<file path="config.mk">
export PLATFORM = sky130hd
export DESIGN_NAME = tiq_ram
export DESIGN_NICKNAME = d
export VERILOG_FILES = /design/src/rtl/core/tiq_ram.sv
export SDC_FILE = /design/constraint.sdc
export NUM_CORES = 1
export LEC_CHECK = 0
export BUFFER_PORTS_ARGS = -buffer_cell sky130_fd_sc_hd__buf_4
export CORE_MARGIN = 1.5
export CORE_UTILIZATION = 40
export CTS_CLUSTER_DIAMETER = 200
export DETAILED_ROUTE_END_ITERATION = 8
export GPL_TIMING_DRIVEN = 0
export PLACE_DENSITY_LB_ADDON = 0.1
export SYNTH_ARGS = -nofsm -noshare
export SYNTH_HDL_FRONTEND = slang
export SYNTH_SLANG_ARGS = --single-unit
</file>
<file path="constraint.sdc">
create_clock -name i_clk -period 2.2 [get_ports i_clk]
set_clock_uncertainty 0.1 [all_clocks]
set_input_delay 0.66 -clock i_clk [delete_from_list [all_inputs] [get_ports i_clk]]
set_output_delay 0.66 -clock i_clk [all_outputs]
set_load 0.01 [all_outputs]
</file>
<file path="src/rtl/core/tiq_ram.sv">
`timescale 1ns / 1ps
`default_nettype none
// ----------------------------------------------------------------------------
// tiq_ram
// Generic simple dual-port RAM with one write port and one registered
// read port.
// ----------------------------------------------------------------------------
module tiq_ram #(
    parameter int WIDTH = 8,
    parameter int DEPTH = 16
) (
    input  wire logic                     i_clk,
    input  wire logic                     i_wr_en,
    input  wire logic [$clog2(DEPTH)-1:0] i_wr_addr,
    input  wire logic [WIDTH-1:0]         i_wr_data,
    input  wire logic                     i_rd_en,
    input  wire logic [$clog2(DEPTH)-1:0] i_rd_addr,
    output logic      [WIDTH-1:0]         o_rd_data
);

    logic [WIDTH-1:0] r_mem [DEPTH];

    // Write port.
    always_ff @(posedge i_clk) begin
        if (i_wr_en) begin
            r_mem[i_wr_addr] <= i_wr_data;
        end
    end

    // Registered read port.
    always_ff @(posedge i_clk) begin
        if (i_rd_en) begin
            o_rd_data <= r_mem[i_rd_addr];
        end
    end

endmodule : tiq_ram
`default_nettype wire

</file>
After elaboration in Yosys (flattened, before gate mapping)
Memory sizes are Yosys's and may differ from the RTL's. A register that Yosys moved wholly into a read port is not among the register bits.
Index checks and enable logic that the tools add are counted.

word-level totals
  flip-flop bits (word level) = 0
  bits in writable memories = 128
  input bits = 19
  output and inout port bits = 8
  word-level logic and storage cells = 3
  memories kept = 1

memories
  memory  depth  bits a word  read ports  clocked after Yosys merged registers in  wr ports  RTL line  text
  r_mem   16     8            1           1                                        1         21        logic [WIDTH-1:0] r_mem [DEPTH];

operators by class
  muxes and demuxes = 2

operators with widths
  cell              number
  2-to-1 mux 1 bit  2

Longest topological paths before layout
  word-level depth = 2
  depth in mapped cells = 5

Least setup slack after synthesis
No wires, ideal clock.

  path type = input to register
  start = input port i_wr_addr[2]
  end = memory r_mem[0][0], enable pin
  setup time = 0.383 ns
  data arrival time = 1.770 ns
  required time = 1.717 ns
  setup slack = -0.053 ns
  stages on the path = 2
  path through = or3b_2 > nor3_1

RTL lines
  item             RTL line  text
  start, declared  14        input wire logic [$clog2(DEPTH)-1:0] i_wr_addr,
  end, declared    21

Straight into the memory's write port.

Final worst setup path
  start = input port i_wr_addr[2]
  end = memory r_mem[3][3], enable pin

Straight into the memory's write port.

==> results.txt <==
* Run status: completed
* Antenna viol nets, final: 0
* Fraction of the mapped netlist area in compound gates: 0.02298
* Number of buffers inserted by post-CTS setup repair: 0
- Ordered list of cells on the worst path: buf_4, or3b_2, nor2_1
* Clock period minus final worst setup slack: 2035 ps
- Detailed-route DRC error count: 0
* Element type at the critical path end: flop
- During synthesis, Yosys emitted a total of 0 warnings.
- The floorplan step defined a core boundary enclosing 12670 sq um.
* Clock tree root buffer cell: sky130_fd_sc_hd__clkbuf_16
- Reg2reg start: r_mem[1][1]$_DFFE_PP_
- Max-cap violations in this run came to 0.
- From left edge to right edge, the die measures 117.3 um.
* Kind of start point of the critical path: primary input
* Total CTS buffers: 17
- Number of pins with negative max-slew slack in the final report: 0
- The worst hold path begins at i_rd_en.
- With fillers left out, the area of the finished cells amounts to 6217 sq um.
- Number of detailed-routing iterations run before antenna repair: 4
- For this design, the slowest cell found on the critical path is sky130_fd_sc_hd__nor2_1.
* Post-synth cell types: 18
- Of the available clock period, the critical path in the final layout requires 0.9250.
- The floorplan step set the die height to 117.3 um.
* CP top delay family: simple AND/OR/NAND/NOR gates
* Worst vdd ir: 0.6958 mV
- The portion of synthesized area spent on multiplexers is 0.1479.
- TritonCTS built the clock tree.
* Area enclosed by the die boundary: 13760 sq um
- The area growth from synthesis to layout is 18.93%.
- In this run the tightest slew margin relative to its limit is 0.1827.
- The initialized floorplan defines 41 standard-cell rows.
- Counting along the longest clock path gives a buffer depth of 2.
* Number of standard cells after synthesis: 229
* Part of the Yosys area used for sequential elements: 0.7812
- Slowest stage delay, CP: 670 ps
- CTS sink count: 136
- Final non-filler cell total: 459
- The synthesized design contains 136 register bits.
- The endpoint identified for the worst register-to-register timing path is o_rd_data[1]$_DFFE_PP_.
- Counting the fill cells in the layout gives 1033.
- Total inserted antenna cells: 0
- Drt wl/cell: 22.46 um
- Synthesized-area fraction occupied by adder cells: 0
- The share of synthesized area in the top cell type comes to 0.7812.
* Worst-Skew Late Latency: 420 ps
- Maximum clock frequency: 491.4 MHz
- Synthesized net count: 248
* Dominant cell type by area after synthesis: sky130_fd_sc_hd__edfxtp_1
- After clock tree synthesis, the flow added hold-fix buffers numbering 0.
- The detailed router finished its first iteration with 184 violations.
- Crit path DAT: 1970 ps
- The initial antenna violation count was 0.
- Summing all placed instances gives a cell area of 5648 sq um.
* Transition time of the tightest slew-check pin: 1217 ps
- By area the synthesized netlist is led by sky130_fd_sc_hd__edfxtp_1, sky130_fd_sc_hd__mux4_2, sky130_fd_sc_hd__mux4_1.
- Global-route wire length before repair: 15.18 mm
* Via density per instance: 5.187
- Endpoints failing setup: 0
* Worst Reg2Reg Path Length in Cells: 3
* Via count of the first global-routing pass: 2386
- Count of endpoints failing hold in the final timing report: 0
* Worst Path Required: 2140 ps
- The initial utilization of the core area, before any placement, comes to 0.4126.
* Worst hold-check path type: in -> reg
- For this design the static power due to leakage is 2.069 nW.
- In the final design database the tool counted 293 nets.
- Buffers plus inverters on the worst setup path: 1
- Along the worst path, the maximum fanout reaches 8.
* Unrepaired setup endpoints after global routing: false
- Detailed routing inserted a total of 2381 vias.
* Min-Delay Path Depth: 1
- Gr ovfl total: 0
- The number of placed instances, taps included, is 427.
- Final routed wirelength across all metal layers: 10.31 mm
- Fraction of final layout cells sized beyond drive strength 1: 0.2927
- Detailed placement ended at an HPWL of 6.626 mm.
- 27 I/O pins were placed.
- Post-CTS Resized: 0
* Maximum number of pins on one net before global-route repair: 17
* Simple-gate area share of the yosys netlist: 0.03135
* Reg-to-reg slack, setup: 460 ps
- Post-synthesis share of cell area spent on xor and xnor gates: 0
- Final cell utilization of the core: 0.4907
- Worst Path Class, Setup: in -> reg
- Clock input transition at the sequential cells of the worst setup and hold paths: 50 ps
- Hold timing on the final database bottoms out at a slack of 429.1 ps.
* Largest family of logic cells by synthesized area: multiplexers
- Routability Congestion: 0.7046
- Summed instance area of the synthesized netlist: 5228 sq um
* H-tree levels: 4
- Mean area per synthesized cell: 22.83 sq um
- For this run, the total global-route usage over all layers was measured as 0.1619.
* Worst min-delay path endpoint: o_rd_data[0]$_DFFE_PP_
- Port Buf Inserts: 25
* Power density relative to cell area: 957.0 nW/um^2
## power breakdown
part / internal, mW / total, mW / switching [mW]
Sequential: 2.92 / 2.93 / 0.0118
Combinational: 0.129 / 0.299 / 0.171
Clock: 1.75 / 2.72 / 0.964
## layer usage
layer | wire [um] | vias up | global-route usage | part of all wire
met2 | 4976 | 73 | 0.2478 | 0.48
met5 | 0 | - | 0 | 0
met4 | 157 | 0 | 0.07176 | 0.015
met3 | 632 | 12 | 0.04961 | 0.061
li1 | - | 1069 | - | -
met1 | 4543 | 1227 | 0.2147 | 0.44
## through the flow
stage / setup slack [ps] / power [mW] / setup TNS (ps)
finish: 164.9 / 5.950 / 0
global route: 3.904 / 6.145 / 0
CTS: 112.3 / 6.020 / 0
detailed placement: -329.7 / 3.293 / -12060
global placement: -456.4 / 3.287 / -18960
floorplan: 157.6 / 3.138 / 0
## area by class of cell
type | instances | area (sq um) | area share
flip-flops and latches | 136 | 4084 | 0.6569
multi-input cells | 83 | 1067 | 0.1717
clock buffers | 20 | 436.7 | 0.07024
well taps | 172 | 215.2 | 0.03461
repair buffers | 26 | 195.2 | 0.03139
clock inverters | 12 | 132.6 | 0.02133
plain buffers | 10 | 86.33 | 0.01389
## cell usage in the layout (no fill, tap or decap), types with 3 or more instances in the layout
cell type,synthesis,routed
sky130_fd_sc_hd__buf_4,1,27
sky130_fd_sc_hd__clkbuf_1,0,3
sky130_fd_sc_hd__buf_6,3,3
sky130_fd_sc_hd__a22oi_1,16,16
sky130_fd_sc_hd__buf_2,3,3
sky130_fd_sc_hd__nor2_1,13,13
sky130_fd_sc_hd__clkdlybuf4s25_2,3,3
sky130_fd_sc_hd__clkbuf_16,0,17
sky130_fd_sc_hd__bufinv_16,0,3
sky130_fd_sc_hd__clkinv_2,0,7
sky130_fd_sc_hd__edfxtp_1,136,136
sky130_fd_sc_hd__mux4_1,14,14
sky130_fd_sc_hd__nand2_1,9,9
sky130_fd_sc_hd__mux4_2,18,18
## how the worst max path moves through the flow
| stage | startpoint | end | slack, ps | depth (start not counted) |
|---|---|---|---|---|
| 4_1_cts | i_wr_addr[2] | r_mem[8][7]$_DFFE_PP_ | 110 | 3 |
| 6_report | i_wr_addr[2] | r_mem[3][3]$_DFFE_PP_ | 160 | 3 |
| 2_1_floorplan | i_rd_addr[0] | o_rd_data[1]$_DFFE_PP_ | 160 | 5 |
| 5_1_grt | i_wr_addr[2] | r_mem[8][2]$_DFFE_PP_ | 4 | 3 |
| 3_3_place_gp | i_wr_addr[3] | r_mem[4][7]$_DFFE_PP_ | -460 | 3 |
| 3_5_place_dp | i_wr_addr[2] | r_mem[8][2]$_DFFE_PP_ | -330 | 3 |
## cells by family (layout without fill, tap and decap cells)
| logic type | after synthesis | count (layout) |
|---|---|---|
| AND/OR/NAND/NOR | 35 | 35 |
| flip-flops | 136 | 136 |
| multiplexers | 32 | 32 |
| AO/OA/AOI/OAI | 16 | 16 |
| buffers and inverters | 10 | 68 |
## synthesized netlist by cell type, drive strengths merged
cell type and instances:
edfxtp 136, nand2b 2, nor2 13, or3b 1
nand2 9, nand3 1, nand3b 2, a22oi 16
clkdlybuf4s25 3, mux4 32, nor3 4, buf 7
and2b 1, nor2b 1, and2 1
## state kept, by name, indices dropped and copies added (netlist names)
name and flops:
r_mem 128, o_rd_data 8
Note: power is estimated with default switching activity, not from simulation.
