--- config.mk ---
export PLATFORM = sky130hd
export DESIGN_NAME = tiq_row_unit
export DESIGN_NICKNAME = d
export VERILOG_FILES = /design/src/rtl/core/tiq_pkg.sv /design/src/rtl/core/tiq_row_unit.sv
export SDC_FILE = /design/constraint.sdc
export NUM_CORES = 1
export LEC_CHECK = 0
export BUFFER_PORTS_ARGS = -buffer_cell sky130_fd_sc_hd__buf_2
export CORE_AREA = 2 2 281 283
export DETAILED_ROUTE_END_ITERATION = 12
export DIE_AREA = 0 0 283 285
export MAX_ROUTING_LAYER = met4
export SYNTH_ARGS = -nofsm -noshare
export SYNTH_HDL_FRONTEND = slang
export SYNTH_SLANG_ARGS = --single-unit
--- constraint.sdc ---
create_clock -name vclk -period 4.25
set_input_delay 0.425 -clock vclk [all_inputs]
set_output_delay 0.425 -clock vclk [all_outputs]
set_load 0.01 [all_outputs]
--- src/rtl/core/tiq_pkg.sv ---
`timescale 1ns / 1ps
`default_nettype none
// ----------------------------------------------------------------------------
// tiq_pkg
// Shared types and constants of the trie insert/query core: command and
// status codes, controller states and the row edit controls.
// ----------------------------------------------------------------------------
package tiq_pkg;

    // Fixed field widths of the command interface.
    localparam int CMD_W    = 2;
    localparam int SYM_W    = 5;
    localparam int STATUS_W = 2;

    // Commands carried by an input transaction.
    typedef enum logic [CMD_W-1:0] {
        CMD_INSERT = 2'd0,
        CMD_QUERY  = 2'd1,
        CMD_CLEAR  = 2'd2
    } t_cmd;

    // Result status codes.
    typedef enum logic [STATUS_W-1:0] {
        ST_OK        = 2'd0,
        ST_NOT_FOUND = 2'd1,
        ST_FULL      = 2'd2
    } t_status;

    // Controller states.
    typedef enum logic [2:0] {
        S_INIT,
        S_IDLE,
        S_EXEC,
        S_ALLOC,
        S_FIN
    } t_state;

    // Edits applied to a node row on its way back to memory.
    typedef struct packed {
        logic set_child;
        logic set_count;
    } t_row_edit;

endpackage : tiq_pkg
`default_nettype wire

--- src/rtl/core/tiq_row_unit.sv ---
`timescale 1ns / 1ps
`default_nettype none
// ----------------------------------------------------------------------------
// tiq_row_unit
// Node row datapath: picks the child pointer for a symbol, increments the
// end count with saturation, and builds the modified row for write-back.
// ----------------------------------------------------------------------------
module tiq_row_unit
    import tiq_pkg::*;
#(
    parameter int NODE_W     = 12,
    parameter int ALPHABET   = 26,
    parameter int COUNT_BITS = 16
) (
    input  wire logic [COUNT_BITS+ALPHABET*NODE_W-1:0] i_row,
    input  wire logic [SYM_W-1:0]                      i_symbol,
    input  wire logic [NODE_W-1:0]                     i_new_child,
    input  wire t_row_edit                             i_edit,
    output logic      [NODE_W-1:0]                     o_child,
    output logic      [COUNT_BITS-1:0]                 o_count,
    output logic      [COUNT_BITS-1:0]                 o_count_inc,
    output logic      [COUNT_BITS+ALPHABET*NODE_W-1:0] o_row
);

    localparam int SLOT_W = (ALPHABET > 1) ? $clog2(ALPHABET) : 1;

    logic [NODE_W-1:0] slots [ALPHABET];
    logic [SLOT_W-1:0] sym_idx;

    // The symbol is range checked by the controller before its child is used.
    assign sym_idx = SLOT_W'(i_symbol);

    // Unpack the child pointers and rebuild them with the optional new child.
    for (genvar i = 0; i < ALPHABET; i++) begin : g_slot
        assign slots[i] = i_row[COUNT_BITS + i*NODE_W +: NODE_W];
        assign o_row[COUNT_BITS + i*NODE_W +: NODE_W] =
            (i_edit.set_child && (sym_idx == SLOT_W'(i))) ? i_new_child : slots[i];
    end

    assign o_child = slots[sym_idx];

    // End count with saturating increment.
    assign o_count     = i_row[COUNT_BITS-1:0];
    assign o_count_inc = (o_count == {COUNT_BITS{1'b1}}) ? o_count
                                                         : o_count + COUNT_BITS'(1);
    assign o_row[COUNT_BITS-1:0] = i_edit.set_count ? o_count_inc : o_count;

endmodule : tiq_row_unit
`default_nettype wire

# Word level (Yosys, flattened, before mapping)
# Index checks and enable logic that the tools add are counted.
# totals
ff_bits	0
input_bits	347
output_inout_bits	372
word_cells	87
# classes
addsub	1
n_lt_le_gt_ge	1
n_eq_ne	26
muxes	31
bitwise	1
reduce_logical	27
# ops
op	count
2-to-1 mux 12 bit	28
binary-select mux 12 bit (select 5 bit)	1
equality test 5 bit (second input constant)	10
equality test 5 x 4 -> 1 bit (second input constant)	8
2-to-1 mux 16 bit	2
logical AND 1 bit	26
equality test 5 x 3 -> 1 bit (second input constant)	4
adder 16 x 1 -> 16 bit (second input constant)	1
equality test 16 bit (second input constant)	1
equality test 5 x 2 -> 1 bit (second input constant)	2
>= comparator 6 bit (second input constant)	1
inverter 5 -> 6 bit	1
equality test 5 x 1 -> 1 bit (second input constant)	1
zero test 5 bit	1

# Longest topological paths before layout
# depth
depth_word	4
depth_mapped	8
depth_no_buf	5

# Least setup slack after synthesis
# Ideal clock, no wire load.
# synth_path
kind	input port to output port
startpoint	in i_row[0]
endpoint	out o_row[15]
arrival_ns	1.919
required_ns	3.825
setup_slack_ns	1.906
cell_stages	6
path_cell_list	ha_1 clkbuf_1 nand3_1 or4_4 buf_6 a41oi_1
# synth_between
elab_chain_cells	3
elab_cells_between_ends	4
classes_between	add/sub (1); eq/ne (1); mux (2)
# synth_lines
item	line	text
start: declaration	tiq_row_unit.sv:15	input wire logic [COUNT_BITS+ALPHABET*NODE_W-1:0] i_row,
adder 16 x 1 -> 16 bit / equality test 16 bit (equally long branches)	tiq_row_unit.sv:45, tiq_row_unit.sv:44	
2-to-1 mux 16 bit (*)	tiq_row_unit.sv:44	assign o_count_inc = (o_count == {COUNT_BITS{1'b1}}) ? o_count
2-to-1 mux 16 bit (*)	tiq_row_unit.sv:46	assign o_row[COUNT_BITS-1:0] = i_edit.set_count ? o_count_inc : o_count;
end: declaration	tiq_row_unit.sv:22	output logic [COUNT_BITS+ALPHABET*NODE_W-1:0] o_row
# Mark *: on every way between the ends. The rest lies on a longest branch, timed or not.

# Final worst setup path
# layout_path
startpoint	in i_symbol[0]
endpoint	out o_child[4]
# layout_between
elab_chain_cells	4
# layout_lines
item	line	text
start: declaration	tiq_row_unit.sv:16	input wire logic [SYM_W-1:0] i_symbol,
inverter 5 -> 6 bit (implied by the code)	tiq_row_unit.sv:40	assign o_child = slots[sym_idx];
binary-select mux 12 bit (select 5 bit)	tiq_row_unit.sv:40	
2-to-1 mux 12 bit (implied by the code) (2 in series)	tiq_row_unit.sv:40	
end: declaration	tiq_row_unit.sv:19	output logic [NODE_W-1:0] o_child,
# No other way between the ends. The select of a mux whose other input is x is not followed.

==> results.yml <==
sta:
  finalSetupViolations: 0
  hold_viol: 0
  period_minus_slack_ns: 3.37
  rsz0062_at_grt: "no"
  worst_slew_pin_slew_ns: 1.07
  fmax_ghz: 0.296
  tns_ns: 0
  maxSlewViolCount: 0
  slew_headroom_pct: 28.5
  period_share_pct: 79.4
worst_setup_path:
  arrival_ns: 2.95
  worst_setup_path_start_kind: "primary input"
  end_kind: "output pin"
  cp_max_fo: 62
  cp.required_ns: 3.83
  crit_type: "in -> out"
detailed_routing:
  drtIter0Drc: 560
  wl_um: 80000
  avgViaCountPerCell: 4.04
  ant_nets: 0
  drcViolationCount: 0
  first_pass_iters: 5
  post_drt_wl_per_cell_um: 30.7
  num_vias: 10531
finish:
  nFlopsAndLatches: 0
  final_cells: 2608
  n_fill_cell: 8922
  final_core_util_pct: 15.9
  drive_gt1_share_pct: 74.3
  mostFrequentLayoutCell: "buf_2"
  multiInputGateArea_um2: 6970
  num-clock-buffers: 0
  syn2layout_area_growth_pct: 65.0
  regArea_um2: 0
  num-nets-final: 1857
  mostFrequentLayoutCells: "717 x buf_2, 315 x mux2_2, 124 x mux2i_1"
global_routing:
  grt_pass1_vias: 10409
  grt_pass1_wl_um: 102000
  grt_max_degree: 63
  grt_usage_pct: 19.2
  gr-total-overflow: 0
  antenna_found_initial: 65
synthesis:
  netlist.area_leader.share_pct: 47.2
  ys_types: 49
  synth_top_area_cell: "mux2_2"
  synthCells: 860
  ys_seq_area_share_pct: 0
  netlist_top_cells_area: "mux2_2 47%, mux2i_1 17%, mux4_2 3.6%"
  syn-cell-area_um2: 7520
  syn_avg_cell_area_um2: 8.74
  syn-num-nets: 1208
  ys_warn_count: 0
power_and_ir_drop:
  worst_ir_drop_vdd_uv: 52.4
  p_leak_nw: 5.71
  cellPowerDensity_nw_per_um2: 107
placement:
  gp_congestion: 0.926
  dpl.cell_count: 2557
  hpwl_um: 68700
  portBuffers: 719
die:
  initial_core_util_pct: 9.64
  core_area_um2: 78000
  die-area_um2: 80700
  row_count: 103
  io_pins: 719
  dieWidth_um: 283
  die_height_um: 285
clock_network:
  cts_resized: 0
  cts-hold-fix-buffers: 0
  post-cts-setup-buffers: 0
min_path:
  hold_class: "in -> out"
status:
  outcome: "complete, no violations"
job:
  max_cap_viol_count: 0
[metal layers]
layer | part of all wire (%) | wire, um | vias up | track usage, %
li1 | - | - | 4642 | -
met1 | 45 | 35700 | 5143 | 24.9
met2 | 44 | 35500 | 663 | 30.3
met3 | 8.5 | 6830 | 83 | 4.89
met4 | 2.4 | 1950 | 0 | 3.64
met5 | 0 | 0 | - | -
[through the flow]
| stage | hold slack, ns | setup WS, ns | area (um^2) | total power [W] |
|---|---|---|---|---|
| global route | 1.16 | 0.619 | 12400 | 0.00141 |
| finish | 1.15 | 0.877 | 12400 | 0.00133 |
| floorplan | 0.930 | 1.91 | 7520 | 0.000596 |
| CTS | 1.15 | 0.685 | 12300 | 0.00135 |
| global placement | 1.14 | 0.617 | 12300 | 0.00135 |
| detailed placement | 1.15 | 0.669 | 12300 | 0.00134 |
[report_power, final]
group / switching, W / leakage (nW) / internal [W]
Clock: 0 / 0.000323 / 0.00000000130
Sequential: 0 / 0 / 0
Combinational: 0.000793 / 5.71 / 0.000535
Total: 0.000793 / 5.71 / 0.000535
[synthesized netlist by cell type, types with 2 or more instances]
cell	number
nand4_4	2
and2_1	3
buf_4	31
clkbuf_1	45
a21oi_1	21
nand3_1	7
mux4_2	12
mux2_2	315
nor3_1	11
nand2b_1	3
nand4_1	11
nor4_1	3
and4bb_2	2
nand2_1	71
xor2_1	11
o21ai_0	12
o32ai_1	4
a41oi_1	3
a22oi_1	24
a2111oi_0	2
a211oi_1	4
and3_1	2
a311oi_1	4
or2_2	2
buf_2	40
nor2b_1	4
mux2_1	11
mux2i_1	124
a221oi_1	6
nor3b_1	2
a31oi_1	21
or3b_1	2
nor2_1	21
xnor2_1	9
[path summary, 6_finish.rpt]
kind / startpoint / endpoint / slack (ns) / depth (start not counted)
max: i_symbol[0] / o_child[4] / 0.88 / 8
min: i_row[1] / o_count[1] / 1.15 / 2
[cell families after synthesis]
kind of cell / after synthesis / synth area share, %
AO/OA/AOI/OAI: 103 / 9.43
XOR/XNOR: 20 / 2.33
adder cells (fa/ha/maj): 1 / 0.166
buffers and inverters: 119 / 8.27
multiplexers: 462 / 68.9
AND/OR/NAND/NOR: 155 / 10.9
[area by class of cell]
type / instances / share of cell area, %
diodes: 51 / 1.03
multi-input cells: 741 / 56.1
well taps: 1050 / 10.6
repair buffers: 766 / 32.2
[critical path, cell delays in order]
cell and delay (ns):
buf_8 0.42, buf_4 0.47, buf_4 0.27, mux2i_1 0.46, nor2_1 0.07, a311oi_1 0.31
a31oi_1 0.25, buf_2 0.22
Note: power is estimated with default switching activity, not from simulation.
